<file path="config.mk">
export PLATFORM = sky130hd
export DESIGN_NAME = pic_base_constant_tracker
export DESIGN_NICKNAME = d
export VERILOG_FILES = /design/src/hdl/pbct_pkg.sv /design/src/hdl/pbct_regfile.sv /design/src/hdl/pbct_core.sv /design/src/hdl/pic_base_constant_tracker.sv
export SDC_FILE = /design/constraint.sdc
export NUM_CORES = 2
export LEC_CHECK = 0
export ABC_AREA = 0
export BUFFER_PORTS_ARGS = -buffer_cell sky130_fd_sc_hd__buf_2
export CAP_MARGIN = 10
export CELL_PAD_IN_SITES_DETAIL_PLACEMENT = 2
export CELL_PAD_IN_SITES_GLOBAL_PLACEMENT = 2
export CORE_MARGIN = 2
export CORE_UTILIZATION = 53
export DETAILED_ROUTE_END_ITERATION = 6
export PLACE_DENSITY_LB_ADDON = 0.12
export SKIP_CTS_REPAIR_TIMING = 1
export SYNTH_ARGS = -nofsm -noshare
export SYNTH_HDL_FRONTEND = slang
export SYNTH_SLANG_ARGS = --single-unit
</file>
<file path="constraint.sdc">
create_clock -name clk -period 12.3 [get_ports clk]
set_clock_uncertainty 0.05 [all_clocks]
set_input_delay 0 -clock clk [delete_from_list [all_inputs] [get_ports clk]]
set_output_delay 0 -clock clk [all_outputs]
set_load 0.02 [all_outputs]
</file>
<file path="src/hdl/pbct_pkg.sv">
// Shared types, constants and helpers of the position-independent base tracker.
package pbct_pkg;

  localparam int NUM_REGS = 32;
  localparam int IDX_W    = (NUM_REGS > 1) ? $clog2(NUM_REGS) : 1;

  typedef logic [IDX_W-1:0] idx_t;

  // Operation codes; any code not listed is handled as "other".
  localparam logic [2:0] OP_BRANCH = 3'd0;
  localparam logic [2:0] OP_MFLR   = 3'd1;
  localparam logic [2:0] OP_LIS    = 3'd2;
  localparam logic [2:0] OP_ORI    = 3'd3;
  localparam logic [2:0] OP_ADD    = 3'd4;
  localparam logic [2:0] OP_MTLR   = 3'd5;
  localparam logic [2:0] OP_OTHER  = 3'd6;

  // Status codes reported with every result item.
  localparam logic [1:0] STATUS_IDLE = 2'd0;
  localparam logic [1:0] STATUS_SEEN = 2'd1;
  localparam logic [1:0] STATUS_BASE = 2'd2;

  localparam logic [31:0] LIS_MASK  = 32'hffff0000;
  localparam int          LIS_SHIFT = 16;

  typedef enum logic [2:0] {
    PH_IDLE = 3'b001,
    PH_SEEN = 3'b010,
    PH_BASE = 3'b100
  } phase_t;

  typedef struct packed {
    logic [2:0]  operation;
    logic [31:0] instr_addr;
    logic [3:0]  instr_size;
    logic [31:0] target_addr;
    logic        form_ok;
    logic [4:0]  dest_reg;
    logic [4:0]  src_a_reg;
    logic [4:0]  src_b_reg;
    logic [15:0] immediate;
  } item_t;

  typedef struct packed {
    logic [1:0]  tracker_status;
    logic        note_valid;
    logic [4:0]  note_reg;
    logic [31:0] note_value;
  } result_t;

  typedef struct packed {
    logic        en;
    idx_t        idx;
    logic [31:0] data;
  } mem_wr_t;

  function automatic logic in_range(input logic [4:0] r);
    return int'(r) < NUM_REGS;
  endfunction

  function automatic idx_t to_idx(input logic [4:0] r);
    return idx_t'(r);
  endfunction

endpackage

</file>
<file path="src/hdl/pbct_regfile.sv">
// Register value store: one write port and two registered read ports.
module pbct_regfile (
  input  logic                clk,
  input  logic                rd_en,
  input  pbct_pkg::idx_t      rd_a_idx,
  input  pbct_pkg::idx_t      rd_b_idx,
  output logic [31:0]         rd_a_data,
  output logic [31:0]         rd_b_data,
  input  pbct_pkg::mem_wr_t   wr
);
  import pbct_pkg::*;

  logic [31:0] mem [NUM_REGS];

  always_ff @(posedge clk) begin
    if (wr.en) begin
      mem[wr.idx] <= wr.data;
    end
  end

  // Reads return the contents from before a write at the same edge.
  always_ff @(posedge clk) begin
    if (rd_en) begin
      rd_a_data <= mem[rd_a_idx];
      rd_b_data <= mem[rd_b_idx];
    end
  end

endmodule

</file>
<file path="src/hdl/pbct_core.sv">
// Tracker state, known bits, write-back forwarding and the per-item decision logic.
module pbct_core (
  input  logic                clk,
  input  logic                rst_n,
  input  logic                rd_en,
  input  logic                fire,
  input  pbct_pkg::item_t     item,
  input  logic [31:0]         rd_a_data,
  input  logic [31:0]         rd_b_data,
  output pbct_pkg::mem_wr_t   wr,
  output pbct_pkg::result_t   res
);
  import pbct_pkg::*;

  phase_t              phase_r, phase_nxt;
  logic [4:0]          base_reg_r, base_reg_nxt;
  logic [31:0]         base_addr_r, base_addr_nxt;
  logic [NUM_REGS-1:0] known_r, known_nxt;
  logic                fwd_valid_r;
  idx_t                fwd_idx_r;
  logic [31:0]         fwd_data_r;

  logic        clr;
  logic        wr_req;
  logic [4:0]  wr_reg;
  logic [31:0] wr_val;
  logic        mark_unknown;
  logic        known_a, known_b;
  logic [31:0] val_a, val_b, sum;

  // The memory read happened when this item was taken; a write made at that
  // same edge is picked up from the forwarding register.
  always_comb begin
    val_a = (fwd_valid_r && fwd_idx_r == to_idx(item.src_a_reg)) ? fwd_data_r : rd_a_data;
    val_b = (fwd_valid_r && fwd_idx_r == to_idx(item.src_b_reg)) ? fwd_data_r : rd_b_data;
    known_a = in_range(item.src_a_reg) && known_r[to_idx(item.src_a_reg)];
    known_b = in_range(item.src_b_reg) && known_r[to_idx(item.src_b_reg)];
    sum = val_a + val_b;
  end

  always_comb begin
    phase_nxt     = phase_r;
    base_reg_nxt  = base_reg_r;
    base_addr_nxt = base_addr_r;
    known_nxt     = known_r;
    clr           = 1'b0;
    wr_req        = 1'b0;
    wr_reg        = item.dest_reg;
    wr_val        = '0;
    mark_unknown  = 1'b0;
    res.note_valid = 1'b0;
    res.note_reg   = '0;
    res.note_value = '0;

    case (phase_r)
      PH_IDLE: begin
        if (item.operation == OP_BRANCH && item.form_ok &&
            item.target_addr == item.instr_addr + 32'(item.instr_size)) begin
          phase_nxt     = PH_SEEN;
          base_addr_nxt = item.target_addr;
        end
      end
      PH_SEEN: begin
        if (item.operation == OP_MFLR && item.form_ok) begin
          base_reg_nxt = item.dest_reg;
          phase_nxt    = PH_BASE;
          wr_req       = 1'b1;
          wr_val       = base_addr_r;
        end else begin
          clr = 1'b1;
        end
      end
      PH_BASE: begin
        case (item.operation)
          OP_ADD: begin
            if (item.src_a_reg == base_reg_r || item.src_b_reg == base_reg_r) begin
              if (known_a && known_b) begin
                wr_req         = 1'b1;
                wr_val         = sum;
                res.note_valid = 1'b1;
                res.note_reg   = item.dest_reg;
                res.note_value = sum;
              end else begin
                clr = 1'b1;
              end
            end else if (item.dest_reg == base_reg_r) begin
              clr = 1'b1;
            end
          end
          OP_LIS: begin
            if (item.dest_reg == base_reg_r) begin
              clr = 1'b1;
            end else begin
              wr_req = 1'b1;
              wr_val = ({16'd0, item.immediate} << LIS_SHIFT) & LIS_MASK;
            end
          end
          OP_ORI: begin
            if (item.dest_reg == base_reg_r) begin
              clr = 1'b1;
            end else if (item.dest_reg == item.src_a_reg) begin
              if (known_a) begin
                wr_req = 1'b1;
                wr_val = val_a | {16'd0, item.immediate};
              end
            end else begin
              mark_unknown = 1'b1;
            end
          end
          default: begin
          end
        endcase
      end
      default: begin
      end
    endcase

    if (clr) begin
      phase_nxt    = PH_IDLE;
      base_reg_nxt = '0;
      known_nxt    = '0;
    end
    if (wr_req && in_range(wr_reg)) begin
      known_nxt[to_idx(wr_reg)] = 1'b1;
    end
    if (mark_unknown && in_range(item.dest_reg)) begin
      known_nxt[to_idx(item.dest_reg)] = 1'b0;
    end

    wr.en   = fire && wr_req && in_range(wr_reg);
    wr.idx  = to_idx(wr_reg);
    wr.data = wr_val;

    case (phase_nxt)
      PH_IDLE: res.tracker_status = STATUS_IDLE;
      PH_SEEN: res.tracker_status = STATUS_SEEN;
      PH_BASE: res.tracker_status = STATUS_BASE;
      default: res.tracker_status = STATUS_IDLE;
    endcase
  end

  always_ff @(posedge clk) begin
    if (!rst_n) begin
      phase_r     <= PH_IDLE;
      base_reg_r  <= '0;
      base_addr_r <= '0;
      known_r     <= '0;
      fwd_valid_r <= 1'b0;
    end else begin
      if (fire) begin
        phase_r     <= phase_nxt;
        base_reg_r  <= base_reg_nxt;
        base_addr_r <= base_addr_nxt;
        known_r     <= known_nxt;
      end
      if (rd_en) begin
        fwd_valid_r <= wr.en;
      end
    end
  end

  always_ff @(posedge clk) begin
    if (rd_en) begin
      fwd_idx_r  <= wr.idx;
      fwd_data_r <= wr.data;
    end
  end

endmodule

</file>
<file path="src/hdl/pic_base_constant_tracker.sv">
// Top level of the position-independent base tracker with its item handshakes.
// A taken item is held in stage one, then its result item is registered in the output register.
// One item per cycle while out_ready does not stall the output register.
// A write made by one item is forwarded to the item read at the same edge.
// Reset (synchronous, rst_n low) returns the tracker to idle with all registers unknown.
// No clearing pass: known bits are flip-flops cleared at once, so items are taken at once.
module pic_base_constant_tracker (
  input  logic        clk,
  input  logic        rst_n,
  input  logic        in_valid,
  output logic        in_ready,
  input  logic [2:0]  in_operation,
  input  logic [31:0] in_instr_addr,
  input  logic [3:0]  in_instr_size,
  input  logic [31:0] in_target_addr,
  input  logic        in_form_ok,
  input  logic [4:0]  in_dest_reg,
  input  logic [4:0]  in_src_a_reg,
  input  logic [4:0]  in_src_b_reg,
  input  logic [15:0] in_immediate,
  output logic        out_valid,
  input  logic        out_ready,
  output logic [1:0]  out_tracker_status,
  output logic        out_note_valid,
  output logic [4:0]  out_note_reg,
  output logic [31:0] out_note_value
);
  import pbct_pkg::*;

  // Stage one holds the item whose register-file read is in flight; the
  // output register holds a finished result while the next item is worked on.
  logic      s1_valid_r, s1_valid_nxt;
  item_t     s1_item_r;
  logic      out_valid_r, out_valid_nxt;
  result_t   out_res_r;

  logic      in_accept;
  logic      fire;
  logic [31:0] rd_a_data, rd_b_data;
  mem_wr_t   wr;
  result_t   res;

  // An item in stage one moves on when the output register is free or emptying.
  // No item is taken while reset is held.
  assign fire      = s1_valid_r && (!out_valid_r || out_ready);
  assign in_ready  = rst_n && (!s1_valid_r || fire);
  assign in_accept = in_valid && in_ready;

  assign s1_valid_nxt  = in_accept || (s1_valid_r && !fire);
  assign out_valid_nxt = fire || (out_valid_r && !out_ready);

  pbct_regfile u_regfile (
    .clk       (clk),
    .rd_en     (in_accept),
    .rd_a_idx  (to_idx(in_src_a_reg)),
    .rd_b_idx  (to_idx(in_src_b_reg)),
    .rd_a_data (rd_a_data),
    .rd_b_data (rd_b_data),
    .wr        (wr)
  );

  pbct_core u_core (
    .clk       (clk),
    .rst_n     (rst_n),
    .rd_en     (in_accept),
    .fire      (fire),
    .item      (s1_item_r),
    .rd_a_data (rd_a_data),
    .rd_b_data (rd_b_data),
    .wr        (wr),
    .res       (res)
  );

  always_ff @(posedge clk) begin
    if (!rst_n) begin
      s1_valid_r  <= 1'b0;
      out_valid_r <= 1'b0;
    end else begin
      s1_valid_r  <= s1_valid_nxt;
      out_valid_r <= out_valid_nxt;
    end
  end

  // Payload registers carry no reset.
  always_ff @(posedge clk) begin
    if (in_accept) begin
      s1_item_r.operation   <= in_operation;
      s1_item_r.instr_addr  <= in_instr_addr;
      s1_item_r.instr_size  <= in_instr_size;
      s1_item_r.target_addr <= in_target_addr;
      s1_item_r.form_ok     <= in_form_ok;
      s1_item_r.dest_reg    <= in_dest_reg;
      s1_item_r.src_a_reg   <= in_src_a_reg;
      s1_item_r.src_b_reg   <= in_src_b_reg;
      s1_item_r.immediate   <= in_immediate;
    end
    if (fire) begin
      out_res_r <= res;
    end
  end

  assign out_valid          = out_valid_r;
  assign out_tracker_status = out_res_r.tracker_status;
  assign out_note_valid     = out_res_r.note_valid;
  assign out_note_reg       = out_res_r.note_reg;
  assign out_note_value     = out_res_r.note_value;

endmodule
</file>
-- After elaboration in Yosys (flattened, before gate mapping)
Memories as Yosys holds them, arrays and structs flattened. A register that Yosys moved wholly into a read port is not among the register bits.
Index checks and enable logic that the tools add are counted.
W data, S select, Z words.
- $mul: 0
- div/mod/pow operators: 0
- reductions and logical operators: 30
- $lt $le $gt $ge: 4
- equal/unequal tests: 16
- shift operators: 0
- add/subtract/negate cells: 2
- bitwise operators: 4
- multiplexer cells: 50
- operators by type and width (operator ; count):
    $mux W32 ; 12
    $pmux W32 S3 ; 1
    $pmux W32 S2 ; 1
    $mux W38 ; 1
    $add A32 B32 Y32 ; 1
    $add A32 B4 Y32 ; 1
    $and A32 B32 Y32 ; 1
    $eq A32 B32 Y1 ; 1
    $not A32 Y32 ; 1
    $or A32 B16 Y32 ; 1
    $or A32 B32 Y32 ; 1
    $eq A5 B5 Y1 ; 6
    $mux W1 ; 20
    $lt A5 B6 Y1 const B ; 3
    $mux W5 ; 3
    $logic_and A1 B1 Y1 ; 13
    $eq A3 B2 Y1 const B ; 4
    $bmux W1 S5 ; 2
    $eq A3 B3 Y1 const B ; 3
    $mux W3 ; 3
    $reduce_and A3 Y1 ; 3
    $eq A3 B1 Y1 const B ; 2
    $pmux W1 S2 ; 3
    $pmux W3 S2 ; 1
    other kinds (10) ; 18
- bits in latches: 0
- bits in writable memories: 1024
- output and inout port bits: 42
- register bits: 255
- word-level logic and storage cells: 129
- input bits: 107
- ROM bits: 0
- memories kept: 1
- memory list (memory ; depth ; bits a word ; read ports ; clocked after memory_dff ; write ports ; line ; RTL):
    u_regfile.mem ; 32 ; 32 ; 2 ; 2 ; 1 ; pbct_regfile.sv:13 ; logic [31:0] mem [NUM_REGS];

-- Logic depth before layout (Yosys ltp)
- word-level depth: 12
- mapped depth: 19
- gate-level depth less buffers: 16

-- Modules after synthesis
A second synthesis with hierarchy kept.
- cells, all modules: 4901
- area, all modules: 65283.9 µm²
- by module, submodules not included (module ; area an instance (µm²) ; times used ; seq. area each (µm²) ; cells an instance):
    pbct_regfile ; 50712.4 ; 1 ; 32671.3 ; 3450
    pbct_core ; 10181.0 ; 1 ; 2572.5 ; 1298
    pic_base_constant_tracker ; 4390.5 ; 1 ; 4334.2 ; 153

-- Worst setup path after synthesis
Ideal clock, no wire load.
- path type: register to register
- start point: register out_valid_r (netlist: out_valid)
- end point: register u_core.fwd_valid_r
- arrival time: 6.503 ns
- stages on the path, launching flop included: 6
- clock period less this slack: 6.680 ns
- library setup time: 0.127 ns
- buffers on the path: 0
- required time: 12.123 ns
- setup slack: 5.620 ns
- cell sequence: dfxtp_1 -> nor2b_1 -> a21oi_1 -> and2_1 -> mux2_2 -> nor2_1
- word-level cells in the longest chain between the ends: 6
- elaborated cells between the ends (all ways): 7
- those cells by class: 7 x reduce/logical
- ends and longest elaborated chain (item ; line ; RTL):
    from (decl) ; pic_base_constant_tracker.sv:34 ; logic out_valid_r, out_valid_nxt;
    from (signal assigned) ; pic_base_constant_tracker.sv:80 ; out_valid_r <= out_valid_nxt;
    $logic_not A1 Y1 ; pic_base_constant_tracker.sv:45 ; assign fire = s1_valid_r && (!out_valid_r || out_ready);
    $logic_or A1 B1 Y1 ; pic_base_constant_tracker.sv:45 ;
    $logic_and A1 B1 Y1 ; pic_base_constant_tracker.sv:45 ;
    $logic_or A1 B1 Y1 ; pic_base_constant_tracker.sv:46 ; assign in_ready = rst_n && (!s1_valid_r || fire);
    $logic_and A1 B1 Y1 ; pic_base_constant_tracker.sv:46 ;
    net in_ready ; pic_base_constant_tracker.sv:11 ; output logic in_ready,
    $logic_and A1 B1 Y1 ; pic_base_constant_tracker.sv:47 ; assign in_accept = in_valid && in_ready;
    net in_accept ; pic_base_constant_tracker.sv:37 ; logic in_accept;
    to (signal assigned) ; pbct_core.sv:157 ; fwd_valid_r <= wr.en;
    to (decl) ; pbct_core.sv:19 ; logic fwd_valid_r;
The timed path passes the listed nets, and every way through them passes these cells.
A chain may end at the register's enable or synchronous reset.

==> reports/metrics.csv <==
stage,metric,value,unit
run_status,outcome,"complete, no violations",
pwr,PwrDens,138.5,nW/µm²
route,initial detailed-routing violation count,6751,
clocking,Clock Latency Late Sink,820,ps
route,Routed WL per cell,46.90,µm
synth,cell taking the most area after synthesis,edfxtp_1,
floorplanning,die area,121000,µm²
clocking,CTS Buf Count,144,
synth,count of state elements after synthesis,1343,
synth,post-synth top area share,0.6075,
sta,RSZ-0062 raised after global routing,false,
synth,warnings from Yosys,0,
worst_setup_path,CP Capture Type,register,
route,Remaining DRCs,0,
sta,final cycle utilization of the critical path,0.5805,
synth,Yosys cell types,78,
synth,synth top area cells,"edfxtp_1 (61%), mux4_2 (24%), dfxtp_1 (2.4%)",
synth,most common cell in the netlist,edfxtp_1,
synth,post-synthesis sequential area ratio,0.6315,
layout,Top reg by flops,u_regfile.mem,
synth,commonest cells in the netlist,"edfxtp_1 (1268), mux4_2 (660), clkbuf_1 (158)",
floorplanning,core area,117600,µm²
layout,nets,3802,
sta,final worst slack,5160,ps
sta,Tmin final,7140,ps
synth,syn nets,3447,
place,I/O Buffers,148,
place,routability congestion estimate,0.8962,
floorplanning,Chip Height,347.9,µm
layout,biggest regs,"u_regfile.mem x1024, s1_item_r x103",
synth,Post-Syn Instances,3303,
clocking,"Clk pin slew, worst setup/hold paths",70,ps
floorplanning,I/O Pins,149,
floorplanning,row count,126,
clocking,CTS H-tree lvls,4,
global_routing,grt ovf,0,
layout,Fill cells,9235,
layout,max reg flops,1024,
layout,layout cells sized above 1,0.3431,
worst_setup_path,CP max FO,40,
route,Post-Route WL,249200,µm
sta,setup TNS,0,ps
pwr,maximum vdd drop,176.6,µV
synth,cell area after synthesis,62670,µm²
worst_setup_path,crit-path max cell delay,1050,ps
route,router iterations before antenna repair,6,
global_routing,largest net degree at the start of global routing,89,
place,pre-CTS WS,5520,ps
sta,Slew @ Worst Pin,1386,ps
floorplanning,Die W,347.9,µm
synth,share of flip-flops with an asynchronous set or reset,0,
route,Routed Antenna Nets,0,
layout,multi-input logic area,22460,µm²
worst_setup_path,Worst Path Buf+Inv,1,
hold_path,Hold Path Class,primary input to register,
clocking,CTS max path bufs,3,
global_routing,number of global-route vias before repair,40800,
global_routing,first-pass GRT wire length,323300,µm
route,Vias/cell,7.649,
worst_setup_path,worst-path cell with the longest stage delay,a221o_1,
synth,Post-synth EDFFs,1268,
clocking,clock sink count,1343,
layout,area delta synth->final,15.49,%
global_routing,initial antenna violation count,9,
worst_setup_path,Setup crit start kind,register,
synth,top_reg_cell synth,edfxtp_1,
route,via count,40650,
job,Max-cap violations,0,
synth,syn avg cell area,18.97,µm²
sta,hold_ws,55.58,ps
clocking,CTS tree,yes,
sta,Fmax,140.1,MHz
sta,worst rel slew slack,0.07567,
floorplanning,Initial Util,0.5329,
sta,Setup-failing EPs final,0,
global_routing,GRT Util Overall,0.3867,
pwr,leakage,26.00,nW
layout,Reg area,39580,µm²
worst_setup_path,CP Class,register to register,
worst_setup_path,CP required,12670,ps
sta,Max Slew Vio Count,0,
worst_setup_path,Crit path arrival time,7510,ps
sta,final hold violations,0,
worst_setup_path,worst-path cell chain,xnor2_1 -> nand4_1 -> nor3_2 -> buf_4 -> mux2_2 -> ha_1 -> a21o_1 -> a21oi_1 -> o21ai_0 -> or4b_2 -> o211ai_1 -> a211oi_1 -> a2111oi_0 -> mux2i_1 -> a221o_1,
clocking,root buffer cell,clkbuf_16,
place,DP HPWL,126900,µm
worst_setup_path,cell family with most CP delay,compound AO/OA/AOI/OAI gates,
-- where the power goes --
group / internal [W] / switching, W / total, W
logic: 0.000195 / 0.000301 / 0.000496
clock network: 0.00250 / 0.00201 / 0.00451
registers: 0.00497 / 0.0000451 / 0.00502
-- layout by cell type, fill, tap and decap left out, types with 14 or more instances in the layout --
master         synthesis  routed
edfxtp_1            1268    1268
mux4_2               660     660
dlygate4sd3_1          0     199
clkbuf_16              0     149
nand2_1              144     144
buf_2                  6     140
mux2_2               127     127
nor2_1               120      88
buf_4                  0      78
dfxtp_1               75      75
o21ai_0               79      73
a21oi_1               49      48
xnor2_1               45      45
xor2_1                44      44
o22ai_1               40      40
clkbuf_1             158      40
mux2i_1               35      35
ha_1                  35      35
nor2_4                 0      32
nand3_1               29      29
inv_1                 28      28
clkinv_1               1      26
nor3_1                26      23
nand4_1               20      20
and3_1                20      20
a21o_1                19      19
clkinv_2               0      19
a22o_1                18      18
a22oi_1               14      14
-- path summary, 6_finish.rpt --
kind	startpoint	to	slack (ps)	cells after the start
hold / removal	out_ready	out_valid	60	5
hold reg to reg	u_core.base_addr_r[14]	u_core.base_addr_r[14]	440	2
setup reg to reg	s1_item_r[21]	u_regfile.mem[12][30]	5160	15
setup / recovery	s1_item_r[21]	u_regfile.mem[12][30]	5160	15
-- kinds of logic after synthesis --
kind of cell / share of synthesized area
AOI/OAI and AO/OA: 0.03156
adders and majority gates: 0.007626
and+or+nand+nor: 0.03514
xor gates and xnor gates: 0.01270
buffers and inverters: 0.01589
muxes: 0.2656
DFF: 0.6315
-- through the flow --
step	util	total power (W)	cells	area, µm²
CTS	0.5955	0.009914	5101	70040
global route	0.6154	0.01019	5313	72380
finish	0.6154	0.01003	5314	72380
detailed placement	0.5560	0.005526	4836	65390
global placement	0.5560	0.005513	4836	65390
floorplan	-	0.005372	3303	62670
-- area by class of cell --
cell class	instances	share of cell area
clock inverter	70	0.009508
timing repair buffer	435	0.05050
sequential	1343	0.5468
tap	1536	0.02655
multi-input combinational	1705	0.3104
antenna	1	0.00003457
clock buffer	195	0.05473
inverter	29	0.001504
-- worst reg2reg max path, cell delays in order, from the launching register on --
cell,delay [ps]
edfxtp_1,680
xnor2_1,370
nand4_1,170
nor3_2,190
buf_4,590
mux2_2,500
ha_1,430
a21o_1,230
a21oi_1,200
o21ai_0,150
or4b_2,650
o211ai_1,400
a211oi_1,140
a2111oi_0,530
mux2i_1,410
a221o_1,1050
-- per-layer routing --
layer | vias up | track usage | part of all wire | wire (µm)
met5 | - | 0 | 0.00048 | 120
met4 | 16 | 0.1842 | 0.061 | 15230
met3 | 811 | 0.07016 | 0.11 | 28080
met2 | 3514 | 0.6218 | 0.48 | 119200
met1 | 21580 | 0.5173 | 0.35 | 86630
li1 | 14720 | - | - | -
(Power assumes the default switching activity.)
